## src/design/tcpc_pkg.sv

```systemverilog
// ----------------------------------------------------------------------------
// Touch combo press classifier package
// Shared widths, codes and payload types of the touch combo press classifier.
// ----------------------------------------------------------------------------
package tcpc_pkg;

	localparam int NUM_PADS    = 8;
	localparam int TIME_BITS   = 32;
	localparam int PAD_W       = $clog2(NUM_PADS);
	localparam int TREE_LEAVES = 1 << $clog2(NUM_PADS);
	localparam int CFG_DATA_W  = 16;
	localparam int CFG_INDEX_W = 2;

	typedef logic [PAD_W-1:0]     pad_t;
	typedef logic [TIME_BITS-1:0] time_t;
	typedef logic [NUM_PADS-1:0]  pad_vec_t;

	localparam logic MODE_RELEASE = 1'b0;
	localparam logic MODE_PRESS   = 1'b1;
	localparam logic EVENT_TOUCH  = 1'b0;
	localparam logic EVENT_COMBO  = 1'b1;

	typedef enum logic [CFG_INDEX_W-1:0] {
		CFG_COMBO_MASK    = 2'd0,
		CFG_LONG_HOLD_MS  = 2'd1,
		CFG_COMBO_EMIT_MS = 2'd2
	} cfg_index_t;

	typedef struct packed {
		logic                  mode;
		pad_t                  pad;
		time_t                 time_ms;
	} item_t;

	typedef struct packed {
		logic                  event_kind;
		pad_t                  pad_out;
		logic                  long_hold;
		time_t                 hold_ms;
	} result_t;

	typedef struct packed {
		logic                  we;
		logic [CFG_INDEX_W-1:0] index;
		logic [CFG_DATA_W-1:0] wdata;
	} cfg_wr_t;

	typedef struct packed {
		pad_vec_t              combo_mask;
		logic [15:0]           long_hold_ms;
		logic [15:0]           combo_emit_ms;
	} cfg_t;

endpackage

```

## src/design/tcpc_in_if.sv

```systemverilog
// ----------------------------------------------------------------------------
// Touch event channel
// Valid/ready channel that carries one pad press or release per transaction.
// ----------------------------------------------------------------------------
interface tcpc_in_if;

	logic              valid;
	logic              ready;
	logic              mode;
	tcpc_pkg::pad_t    pad;
	tcpc_pkg::time_t   time_ms;

	modport source (output valid, output mode, output pad, output time_ms, input ready);
	modport sink (input valid, input mode, input pad, input time_ms, output ready);

endinterface

```

## src/design/tcpc_out_if.sv

```systemverilog
// ----------------------------------------------------------------------------
// Classified event channel
// Valid/ready channel that carries one touch or combo event per transaction.
// ----------------------------------------------------------------------------
interface tcpc_out_if;

	logic              valid;
	logic              ready;
	logic              event_kind;
	tcpc_pkg::pad_t    pad_out;
	logic              long_hold;
	tcpc_pkg::time_t   hold_ms;

	modport source (output valid, output event_kind, output pad_out, output long_hold,
		output hold_ms, input ready);
	modport sink (input valid, input event_kind, input pad_out, input long_hold,
		input hold_ms, output ready);

endinterface

```

## src/design/tcpc_in_stage.sv

```systemverilog
// ----------------------------------------------------------------------------
// Input register
// Captures one touch transaction and holds it until the core takes it.
// ----------------------------------------------------------------------------
module tcpc_in_stage (
	input  logic            clk,
	input  logic            arst_n,
	tcpc_in_if.sink         touch,
	input  logic            take,
	output logic            valid_s1,
	output tcpc_pkg::item_t item_s1
);

	assign touch.ready = !valid_s1 || take;

	always_ff @(posedge clk or negedge arst_n) begin
		if (!arst_n) begin
			valid_s1 <= 1'b0;
		end else if (touch.ready) begin
			valid_s1 <= touch.valid;
		end
	end

	always_ff @(posedge clk) begin
		if (touch.valid && touch.ready) begin
			item_s1.mode    <= touch.mode;
			item_s1.pad     <= touch.pad;
			item_s1.time_ms <= touch.time_ms;
		end
	end

endmodule

```

## src/design/tcpc_latest.sv

```systemverilog
// ----------------------------------------------------------------------------
// Latest press search
// Finds the most recent press time among the active combo pads with a
// balanced compare tree over the wrapped ages.
// ----------------------------------------------------------------------------
module tcpc_latest (
	input  tcpc_pkg::time_t   now,
	input  tcpc_pkg::pad_vec_t cand,
	input  tcpc_pkg::time_t   times [tcpc_pkg::NUM_PADS],
	output tcpc_pkg::time_t   latest
);

	typedef struct packed {
		logic            vld;
		tcpc_pkg::time_t age;
		tcpc_pkg::time_t t;
	} node_t;

	node_t nodes [1:2*tcpc_pkg::TREE_LEAVES-1];

	always_comb begin
		for (int i = 0; i < tcpc_pkg::TREE_LEAVES; i++) begin
			if (i < tcpc_pkg::NUM_PADS) begin
				nodes[tcpc_pkg::TREE_LEAVES+i].vld = cand[i];
				nodes[tcpc_pkg::TREE_LEAVES+i].age = now - times[i];
				nodes[tcpc_pkg::TREE_LEAVES+i].t   = times[i];
			end else begin
				nodes[tcpc_pkg::TREE_LEAVES+i] = '0;
			end
		end
		// On equal ages the lower pad index wins.
		for (int i = tcpc_pkg::TREE_LEAVES - 1; i >= 1; i--) begin
			if (nodes[2*i+1].vld && (!nodes[2*i].vld || nodes[2*i+1].age < nodes[2*i].age)) begin
				nodes[i] = nodes[2*i+1];
			end else begin
				nodes[i] = nodes[2*i];
			end
		end
		latest = nodes[1].vld ? nodes[1].t : '0;
	end

endmodule

```

## src/design/tcpc_core.sv

```systemverilog
// ----------------------------------------------------------------------------
// Classifier core
// Holds the pad and combo state and the configuration registers, and turns
// one press or release into at most one touch or combo event.
// ----------------------------------------------------------------------------
module tcpc_core (
	input  logic              clk,
	input  logic              arst_n,
	input  tcpc_pkg::cfg_wr_t cfg_wr,
	input  logic              fire,
	input  tcpc_pkg::item_t   item,
	output logic              res_vld,
	output tcpc_pkg::result_t res
);

	tcpc_pkg::cfg_t     cfg_q;
	tcpc_pkg::pad_vec_t act_q;
	tcpc_pkg::time_t    time_q [tcpc_pkg::NUM_PADS];
	logic               armed_q;
	logic               supp_q;
	tcpc_pkg::time_t    start_q;

	tcpc_pkg::pad_vec_t bit_v;
	tcpc_pkg::pad_vec_t mask_v;
	tcpc_pkg::pad_vec_t act_n;
	tcpc_pkg::time_t    times_n [tcpc_pkg::NUM_PADS];
	tcpc_pkg::time_t    latest;
	tcpc_pkg::time_t    combo_hold;
	tcpc_pkg::time_t    touch_hold;
	logic               is_press;
	logic               rel_ok;
	logic               all_old;
	logic               all_new;
	logic               any_new;
	logic               full;
	logic               armed_n;
	logic               supp_n;
	tcpc_pkg::time_t    start_n;

	always_comb begin
		mask_v     = cfg_q.combo_mask;
		bit_v      = tcpc_pkg::pad_vec_t'(1) << item.pad;
		is_press   = item.mode == tcpc_pkg::MODE_PRESS;
		rel_ok     = !is_press && ((act_q & bit_v) != '0);
		all_old    = (mask_v != '0) && ((act_q & mask_v) == mask_v);
		if (is_press) begin
			act_n = act_q | bit_v;
		end else if (rel_ok) begin
			act_n = act_q & ~bit_v;
		end else begin
			act_n = act_q;
		end
		for (int p = 0; p < tcpc_pkg::NUM_PADS; p++) begin
			times_n[p] = (is_press && item.pad == tcpc_pkg::pad_t'(p)) ? item.time_ms : time_q[p];
		end
		all_new    = (mask_v != '0) && ((act_n & mask_v) == mask_v);
		any_new    = (act_n & mask_v) != '0;
		full       = armed_q && all_old && mask_v[item.pad];
		combo_hold = item.time_ms - start_q;
		touch_hold = item.time_ms - time_q[item.pad];

		res_vld = 1'b0;
		res     = '0;
		if (rel_ok) begin
			if (full) begin
				res_vld        = combo_hold >= tcpc_pkg::time_t'(cfg_q.combo_emit_ms);
				res.event_kind = tcpc_pkg::EVENT_COMBO;
				res.hold_ms    = combo_hold;
			end else if (!supp_q) begin
				res_vld        = 1'b1;
				res.event_kind = tcpc_pkg::EVENT_TOUCH;
				res.pad_out    = item.pad;
				res.long_hold  = touch_hold >= tcpc_pkg::time_t'(cfg_q.long_hold_ms);
				res.hold_ms    = touch_hold;
			end
		end

		armed_n = armed_q;
		supp_n  = supp_q;
		start_n = start_q;
		if (is_press) begin
			if (!supp_q && all_new && !armed_q) begin
				armed_n = 1'b1;
				start_n = latest;
			end
		end else if (rel_ok) begin
			armed_n = all_new;
			if (full) begin
				supp_n = 1'b1;
			end
			if (all_new) begin
				start_n = latest;
			end else if (!any_new) begin
				supp_n  = 1'b0;
				start_n = '0;
			end
		end
	end

	tcpc_latest u_latest (
		.now    (item.time_ms),
		.cand   (act_n & mask_v),
		.times  (times_n),
		.latest (latest)
	);

	always_ff @(posedge clk or negedge arst_n) begin
		if (!arst_n) begin
			cfg_q.combo_mask    <= '0;
			cfg_q.long_hold_ms  <= 16'd1000;
			cfg_q.combo_emit_ms <= 16'd500;
			act_q               <= '0;
			armed_q             <= 1'b0;
			supp_q              <= 1'b0;
			start_q             <= '0;
		end else begin
			if (cfg_wr.we) begin
				case (cfg_wr.index)
					tcpc_pkg::CFG_COMBO_MASK:    cfg_q.combo_mask <= cfg_wr.wdata[tcpc_pkg::NUM_PADS-1:0];
					tcpc_pkg::CFG_LONG_HOLD_MS:  cfg_q.long_hold_ms <= cfg_wr.wdata;
					tcpc_pkg::CFG_COMBO_EMIT_MS: cfg_q.combo_emit_ms <= cfg_wr.wdata;
					default: begin
					end
				endcase
			end
			if (fire) begin
				act_q   <= act_n;
				armed_q <= armed_n;
				supp_q  <= supp_n;
				start_q <= start_n;
			end
		end
	end

	always_ff @(posedge clk) begin
		if (fire && is_press) begin
			time_q[item.pad] <= item.time_ms;
		end
	end

endmodule

```

## src/design/tcpc_out_stage.sv

```systemverilog
// ----------------------------------------------------------------------------
// Result register
// Holds one classified event until the downstream side takes it.
// ----------------------------------------------------------------------------
module tcpc_out_stage (
	input  logic              clk,
	input  logic              arst_n,
	input  logic              load,
	input  tcpc_pkg::result_t res,
	output logic              free,
	tcpc_out_if.source        result
);

	logic              valid_q;
	tcpc_pkg::result_t res_q;

	assign free              = !valid_q || result.ready;
	assign result.valid      = valid_q;
	assign result.event_kind = res_q.event_kind;
	assign result.pad_out    = res_q.pad_out;
	assign result.long_hold  = res_q.long_hold;
	assign result.hold_ms    = res_q.hold_ms;

	always_ff @(posedge clk or negedge arst_n) begin
		if (!arst_n) begin
			valid_q <= 1'b0;
		end else if (load) begin
			valid_q <= 1'b1;
		end else if (result.ready) begin
			valid_q <= 1'b0;
		end
	end

	always_ff @(posedge clk) begin
		if (load) begin
			res_q <= res;
		end
	end

endmodule

```

## src/design/touch_combo_press_classifier.sv

```systemverilog
// ----------------------------------------------------------------------------
// Touch combo press classifier
// Tracks pad presses and classifies releases into touch events with a
// hold time and long-press flag, or combo events when all combo pads were held long enough.
// ----------------------------------------------------------------------------
// Channel   Role  Payload
// touch     sink  mode, pad, time_ms
// result    src   event_kind, pad_out, long_hold, hold_ms
// cfg_*     in    write enable, register index, write data
//
// An accepted transaction waits in the input register until the result
// register is free; its event is then registered there for the result channel.
// One transaction can be taken every cycle while result does not stall; the
// pad state update and the eight-pad latest-press tree are combinational.
// Reset clears the active-pad and combo state and loads the default thresholds; press times are not reset.
// A stalled result register holds the input register, which then stalls touch.
module touch_combo_press_classifier (
	input  logic                                clk,
	input  logic                                arst_n,
	tcpc_in_if.sink                             touch,
	tcpc_out_if.source                          result,
	input  logic                                cfg_we,
	input  logic [tcpc_pkg::CFG_INDEX_W-1:0]    cfg_index,
	input  logic [tcpc_pkg::CFG_DATA_W-1:0]     cfg_wdata
);

	logic              valid_s1;
	tcpc_pkg::item_t   item_s1;
	logic              out_free;
	logic              fire;
	logic              res_vld;
	tcpc_pkg::result_t res;
	tcpc_pkg::cfg_wr_t cfg_wr;

	assign fire         = valid_s1 && out_free;
	assign cfg_wr.we    = cfg_we;
	assign cfg_wr.index = cfg_index;
	assign cfg_wr.wdata = cfg_wdata;

	tcpc_in_stage u_in_stage (
		.clk      (clk),
		.arst_n   (arst_n),
		.touch    (touch),
		.take     (fire),
		.valid_s1 (valid_s1),
		.item_s1  (item_s1)
	);

	tcpc_core u_core (
		.clk     (clk),
		.arst_n  (arst_n),
		.cfg_wr  (cfg_wr),
		.fire    (fire),
		.item    (item_s1),
		.res_vld (res_vld),
		.res     (res)
	);

	tcpc_out_stage u_out_stage (
		.clk    (clk),
		.arst_n (arst_n),
		.load   (fire && res_vld),
		.res    (res),
		.free   (out_free),
		.result (result)
	);

	a_s1_hold: assert property (@(posedge clk) disable iff (!arst_n)
		(valid_s1 && !fire) |=> (valid_s1 && $stable(item_s1)))
		else $error("Input register changed while stalled.");

	a_press_silent: assert property (@(posedge clk) disable iff (!arst_n)
		(fire && item_s1.mode == tcpc_pkg::MODE_PRESS) |-> !res_vld)
		else $error("A press produced an event.");

	a_combo_fields: assert property (@(posedge clk) disable iff (!arst_n)
		(fire && res_vld && res.event_kind == tcpc_pkg::EVENT_COMBO) |->
		(res.pad_out == '0 && !res.long_hold))
		else $error("Combo event carries pad or long-press bits.");

	a_load_delivered: assert property (@(posedge clk) disable iff (!arst_n)
		(fire && res_vld) |=> result.valid)
		else $error("Loaded event is not presented.");

endmodule
```

## src/flat_wrapper.sv

```systemverilog
// flat-port wrapper written by rule: the top's interface ports become plain ports
module touch_combo_press_classifier_flat 
  (clk, arst_n, cfg_we, cfg_index, cfg_wdata, touch_valid, touch_mode, touch_pad, touch_time_ms, touch_ready, result_valid, result_event_kind, result_pad_out, result_long_hold, result_hold_ms, result_ready);
  tcpc_in_if touch_i ();
  tcpc_out_if result_i ();
  input  logic clk;
  input  logic arst_n;
  input  logic cfg_we;
  input  logic [tcpc_pkg::CFG_INDEX_W-1:0] cfg_index;
  input  logic [tcpc_pkg::CFG_DATA_W-1:0] cfg_wdata;
  input wire logic [$bits(touch_i.valid)-1:0] touch_valid;
  input wire logic [$bits(touch_i.mode)-1:0] touch_mode;
  input wire logic [$bits(touch_i.pad)-1:0] touch_pad;
  input wire logic [$bits(touch_i.time_ms)-1:0] touch_time_ms;
  output wire logic [$bits(touch_i.ready)-1:0] touch_ready;
  output wire logic [$bits(result_i.valid)-1:0] result_valid;
  output wire logic [$bits(result_i.event_kind)-1:0] result_event_kind;
  output wire logic [$bits(result_i.pad_out)-1:0] result_pad_out;
  output wire logic [$bits(result_i.long_hold)-1:0] result_long_hold;
  output wire logic [$bits(result_i.hold_ms)-1:0] result_hold_ms;
  input wire logic [$bits(result_i.ready)-1:0] result_ready;
  assign touch_i.valid = touch_valid;
  assign touch_i.mode = touch_mode;
  assign touch_i.pad = touch_pad;
  assign touch_i.time_ms = touch_time_ms;
  assign touch_ready = touch_i.ready;
  assign result_valid = result_i.valid;
  assign result_event_kind = result_i.event_kind;
  assign result_pad_out = result_i.pad_out;
  assign result_long_hold = result_i.long_hold;
  assign result_hold_ms = result_i.hold_ms;
  assign result_i.ready = result_ready;
  touch_combo_press_classifier u_core (.clk(clk), .arst_n(arst_n), .touch(touch_i), .result(result_i), .cfg_we(cfg_we), .cfg_index(cfg_index), .cfg_wdata(cfg_wdata));
endmodule
```

## config.mk

```make
export PLATFORM = sky130hd
export DESIGN_NAME = touch_combo_press_classifier_flat
export DESIGN_NICKNAME = d
export VERILOG_FILES = /design/src/design/tcpc_pkg.sv /design/src/design/tcpc_in_if.sv /design/src/design/tcpc_out_if.sv /design/src/design/tcpc_in_stage.sv /design/src/design/tcpc_latest.sv /design/src/design/tcpc_core.sv /design/src/design/tcpc_out_stage.sv /design/src/design/touch_combo_press_classifier.sv /design/src/flat_wrapper.sv
export SDC_FILE = /design/constraint.sdc
export NUM_CORES = 2
export LEC_CHECK = 0
export CAP_MARGIN = 30
export CELL_PAD_IN_SITES_DETAIL_PLACEMENT = 0
export CELL_PAD_IN_SITES_GLOBAL_PLACEMENT = 1
export CORE_MARGIN = 2
export CORE_UTILIZATION = 50
export DETAILED_ROUTE_END_ITERATION = 6
export DONT_BUFFER_PORTS = 1
export GPL_TIMING_DRIVEN = 0
export PLACE_DENSITY = 0.79
export RECOVER_POWER = 50
export SYNTH_ARGS = -nofsm -noshare
export SYNTH_HDL_FRONTEND = slang
export SYNTH_HIERARCHICAL = 1
export SYNTH_SLANG_ARGS = --single-unit
```

## constraint.sdc

```tcl
create_clock -name clk -period 21.2 [get_ports clk]
set_input_delay 4.24 -clock clk [delete_from_list [all_inputs] [get_ports clk]]
set_output_delay 4.24 -clock clk [all_outputs]
set_load 0.02 [all_outputs]
```

==> impl_summary.txt <==
----------------------------------------------------
[Status]
  Run status ... finished with violations
  Violations in the final reports ... DRC, capacitance limit, slew limit

[STA]
  Relative slew slack ... -0.283
  Period minus WS final ... approximately 17000 ps
  Endpoints failing setup ... 0
  Maximum clock frequency ... approximately 60 MHz
  Part of the cycle the worst path needs ... 0.798
  Endpoints failing hold ... 0
  Worst-case clock skew ... ~60 ps
  Worst Max-Slew Pin Slew ... between 1500 and 2000 ps
  Final max-slew violation count ... 40
  Unrepaired setup endpoints after global routing ... false
  Sum Neg Setup Slack ... 0 ps

[Synth]
  Largest area contributor in the synthesized netlist ... sky130_fd_sc_hd__edfxtp_1
  Average cell area after synthesis ... roughly 9 um^2
  Unique masters post-synth ... roughly 110
  Mapped Nets ... 5883
  Post-synth ARST share ... 0.203
  Netlist Area Pre-Place ... approximately 47000 um^2
  Seq cells post-synth ... roughly 410
  Synth Warn # ... 6
  Number of instances in the synthesized netlist ... between 5000 and 6000
  Main area contributors after synthesis ... sky130_fd_sc_hd__edfxtp_1 (21%), sky130_fd_sc_hd__ha_1 (15%), sky130_fd_sc_hd__mux2_2 (7.3%)
  Count of flip-flops with a built-in enable after synthesis ... 329
  Top cell type's share of synthesized area ... 0.210
  Primary FF master, synth ... sky130_fd_sc_hd__edfxtp_1
  Post-synthesis sequential area ratio ... 0.255

[Min path]
  Kind of path behind the tightest hold check ... reg -> reg
  Hold wc startpoint ... u_core/u_core/start_q[2]

[Final layout]
  Highest-count cells in the layout ignoring fill and taps ... sky130_fd_sc_hd__ha_1 (561), sky130_fd_sc_hd__inv_1 (468), sky130_fd_sc_hd__nand2_1 (369)
  Growth of design area from synthesis to finish ... 7.64%
  Layout Cells excl Fill ... 6650
  Most frequent standard cell in the layout excluding fill and tap cells ... sky130_fd_sc_hd__ha_1
  Net count, final ... approximately 6000
  Area occupied by registers ... around 12000 um^2
  Area used by multi-input combinational logic ... ~33000 um^2
  Number of filler cells placed in the layout ... slightly below 9000
  Layout cell share with drive strength beyond 1 ... 0.113

[Pwr]
  Peak supply drop ... roughly 0.073 mV
  Sequential group share of total power ... 0.157
  Comb pwr share ... 0.724
  Internal portion of total power ... 3.30 mW
  Net Sw Power ... 3.84 mW
  Clock share of power ... 0.119
  Sw Share ... 0.538
  Lkg Pwr ... 21.6 nW
  Power per cell area ... 141 nW/um^2

[Floorplanning]
  Top-level I/O count ... 98
  Die outline area ... approximately 97000 um^2
  DIE HEIGHT ... 311 um
  Cell row count ... between 100 and 150
  Overall die width ... about 310 um
  Starting Density ... 0.505
  Area of the core region ... 93300 um^2

[Setup path]
  Launch instance of the worst register-to-register path ... u_core/u_in_stage/item_s1[34]
  Worst setup path class ... reg -> reg
  Kind of start point of the critical path ... register
  CP Capture Type ... register
  Arrival time of data at the critical path endpoint ... approximately 18000 ps
  CP max-delay cell ... sky130_fd_sc_hd__o211ai_1
  Biggest cell delay along the critical path ... 860 ps
  Endpoint required time on the critical path ... between 20000 and 25000 ps
  Start point of the critical path ... u_core/u_in_stage/item_s1[34]
  Largest fanout on the critical path ... 10
  Most Frequent Cell on Critical Path ... sky130_fd_sc_hd__clkbuf_1

[Global routing]
  First-pass GRT wire length ... about 280000 um
  Largest net degree at the start of global routing ... 85
  Vias in the first global route ... slightly above 40000
  Total congestion overflow after global routing ... 0
  Total Routing Usage GR ... 0.398
  Number of antenna violations at the first check in global routing ... 4

[Clock tree]
  H-tree Lvls ... 2
  Skew-Pair Late Insertion Delay ... between 600 and 700 ps
  Clock sinks ... between 400 and 500
  Largest buffer count on any clock path ... 3
  # resized after CTS ... 0
  Master cell of the clock root buffer ... sky130_fd_sc_hd__clkbuf_16
  Post-CTS setup buffer count ... 0
  Number of buffers added to fix hold violations after cts ... 0
  Inserted Clock Buffers ... 45
  Clk pin slew, worst setup/hold paths ... 60 ps
  Clock tree from TritonCTS ... built

[Placed design]
  Placed instance count ... approximately 6600
  Global placement routability congestion ... between 1 and 1.5
  Post-DP HPWL ... ~170000 um
  Port Buffer Count ... 0

[Detailed routing]
  Via-per-instance ratio ... between 6 and 7
  Remaining DRCs ... 7
  Per-cell routed wire length ... between 20 and 30 um
  Vias post-DR ... between 40000 and 50000
  Number of nets with antenna violations after routing ... 0
  Routed Wire Length ... ~200000 um
  Starting DRC count in detailed routing ... 5296
  Pre-antenna DRT Iters ... 7

[Job]
  Max-cap check violation count ... 3

----------------------------------------------------
==> layout make-up <==
type                    instances  area share
diodes                          2   0.0000987
plain buffers                 202      0.0170
clock buffers                  62      0.0251
clock inverters                21     0.00595
inverters                     469      0.0347
multi-input cells            4169       0.641
flip-flops and latches        413       0.237
well taps                    1254      0.0309
repair buffers                 58     0.00856
==> power by group through the flow <==
| stage | logic [mW] | clock network, mW | registers, mW |
|---|---|---|---|
| after CTS | 5.00 | 0.849 | 1.12 |
| after floorplan | 3.33 | 0 | 1.09 |
| final | 5.17 | 0.847 | 1.12 |
| after global routing | 5.48 | 0.882 | 1.13 |
| after global placement | 4.84 | 0 | 1.18 |
| after detailed placement | 4.98 | 0 | 1.14 |
==> state kept, by name, indices dropped and copies added, names as in the netlist <==
name / cells
u_core/u_core/time_q: 256
u_core/u_in_stage/item_s1: 36
u_core/u_core/cfg_q: 32
u_core/u_core/start_q: 32
u_core/u_out_stage/result.hold_ms: 32
u_core/u_core/act_q: 8
u_core/u_core/mask_v: 8
u_core/u_out_stage/result.pad_out: 3
u_core/u_core/armed_q: 1
u_core/u_core/supp_q: 1
u_core/u_in_stage/valid_s1: 1
u_core/u_out_stage/result.event_kind: 1
u_core/u_out_stage/result.long_hold: 1
u_core/u_out_stage/result.valid: 1
==> kinds of logic after synthesis <==
group           after synthesis  synth area share
mux                         480             0.128
xor+xnor                    259            0.0481
compound gates             1559             0.224
fa+ha+maj                   571             0.153
simple gates               1300             0.136
buf+inv                     671            0.0559
flops                       413             0.255
==> synth_stat cells (19+ instances only) <==
library cell               count
sky130_fd_sc_hd__o21bai_1     48
sky130_fd_sc_hd__nand3b_1     23
sky130_fd_sc_hd__inv_1       468
sky130_fd_sc_hd__clkbuf_1    131
sky130_fd_sc_hd__nor2b_1      51
sky130_fd_sc_hd__o211ai_1     93
sky130_fd_sc_hd__mux2_2      304
sky130_fd_sc_hd__mux4_2       66
sky130_fd_sc_hd__o31ai_1      26
sky130_fd_sc_hd__nand2_1     369
sky130_fd_sc_hd__a22oi_1      19
sky130_fd_sc_hd__xor2_1      110
sky130_fd_sc_hd__mux2i_1     103
sky130_fd_sc_hd__nor2_1      313
sky130_fd_sc_hd__o31a_1       20
sky130_fd_sc_hd__buf_2        33
sky130_fd_sc_hd__a31oi_1      48
sky130_fd_sc_hd__a22o_1       33
sky130_fd_sc_hd__o32ai_2      30
sky130_fd_sc_hd__o21ai_0     285
sky130_fd_sc_hd__nor4_1       35
sky130_fd_sc_hd__dfrtp_1      72
sky130_fd_sc_hd__a211o_1      21
sky130_fd_sc_hd__or3_1        23
sky130_fd_sc_hd__or2_2        25
sky130_fd_sc_hd__edfxtp_1    329
sky130_fd_sc_hd__buf_1        24
sky130_fd_sc_hd__xnor2_1     149
sky130_fd_sc_hd__nand2b_1     61
sky130_fd_sc_hd__and2_1       31
sky130_fd_sc_hd__o22ai_1      47
sky130_fd_sc_hd__nand3_1     117
sky130_fd_sc_hd__a21oi_1     367
sky130_fd_sc_hd__and3_1       50
sky130_fd_sc_hd__o21ai_1      28
sky130_fd_sc_hd__nor3_1       75
sky130_fd_sc_hd__a21o_1      168
sky130_fd_sc_hd__nand4_1      54
sky130_fd_sc_hd__o21a_1       98
sky130_fd_sc_hd__a21boi_0     22
sky130_fd_sc_hd__ha_1        561
sky130_fd_sc_hd__a211oi_1     49
==> critical path, delay by kind of cell, from the launching register on <==
kind / cells / cell delay (ps)
muxes: 1 / 410
AOI/OAI and AO/OA: 24 / 7440
and+or+nand+nor: 12 / 2980
DFF: 1 / 530
adders and majority gates: 4 / 1200
buffers and inverters: 10 / 4270
==> through the flow <==
stage | power (mW) | hold slack, ps | instance area [um^2] | worst slack [ps] | utilization
after global placement | 6.02 | 486 | 48700 | 5020 | 0.522
after CTS | 6.97 | 503 | 51400 | 5250 | 0.551
final | 7.14 | 503 | 50700 | 4280 | 0.543
after global routing | 7.49 | 515 | 50700 | 4000 | 0.543
after detailed placement | 6.11 | 488 | 49900 | 5310 | 0.534
after floorplan | 4.42 | 466 | 47100 | 9860 | -
==> per-layer routing <==
layer | global-route usage | routed length, um
met5 | 0 | 60
met4 | 0.224 | 13800
met3 | 0.154 | 27900
met2 | 0.539 | 76200
met1 | 0.537 | 80700
==> worst paths after layout <==
check / end / slack, ps / depth (start not counted)
max in group asynchronous: u_core/u_core/cfg_q[24] / 17630 / 0
setup / recovery: u_core/u_core/start_q[0] / 4280 / 51
setup reg to reg: u_core/u_core/start_q[0] / 4280 / 51
hold / removal: u_core/u_core/start_q[2] / 500 / 1
hold reg to reg: u_core/u_core/start_q[2] / 500 / 1
min in group asynchronous: u_core/u_core/cfg_q[3] / 3280 / 0
Power figures use the tool's default switching activity.
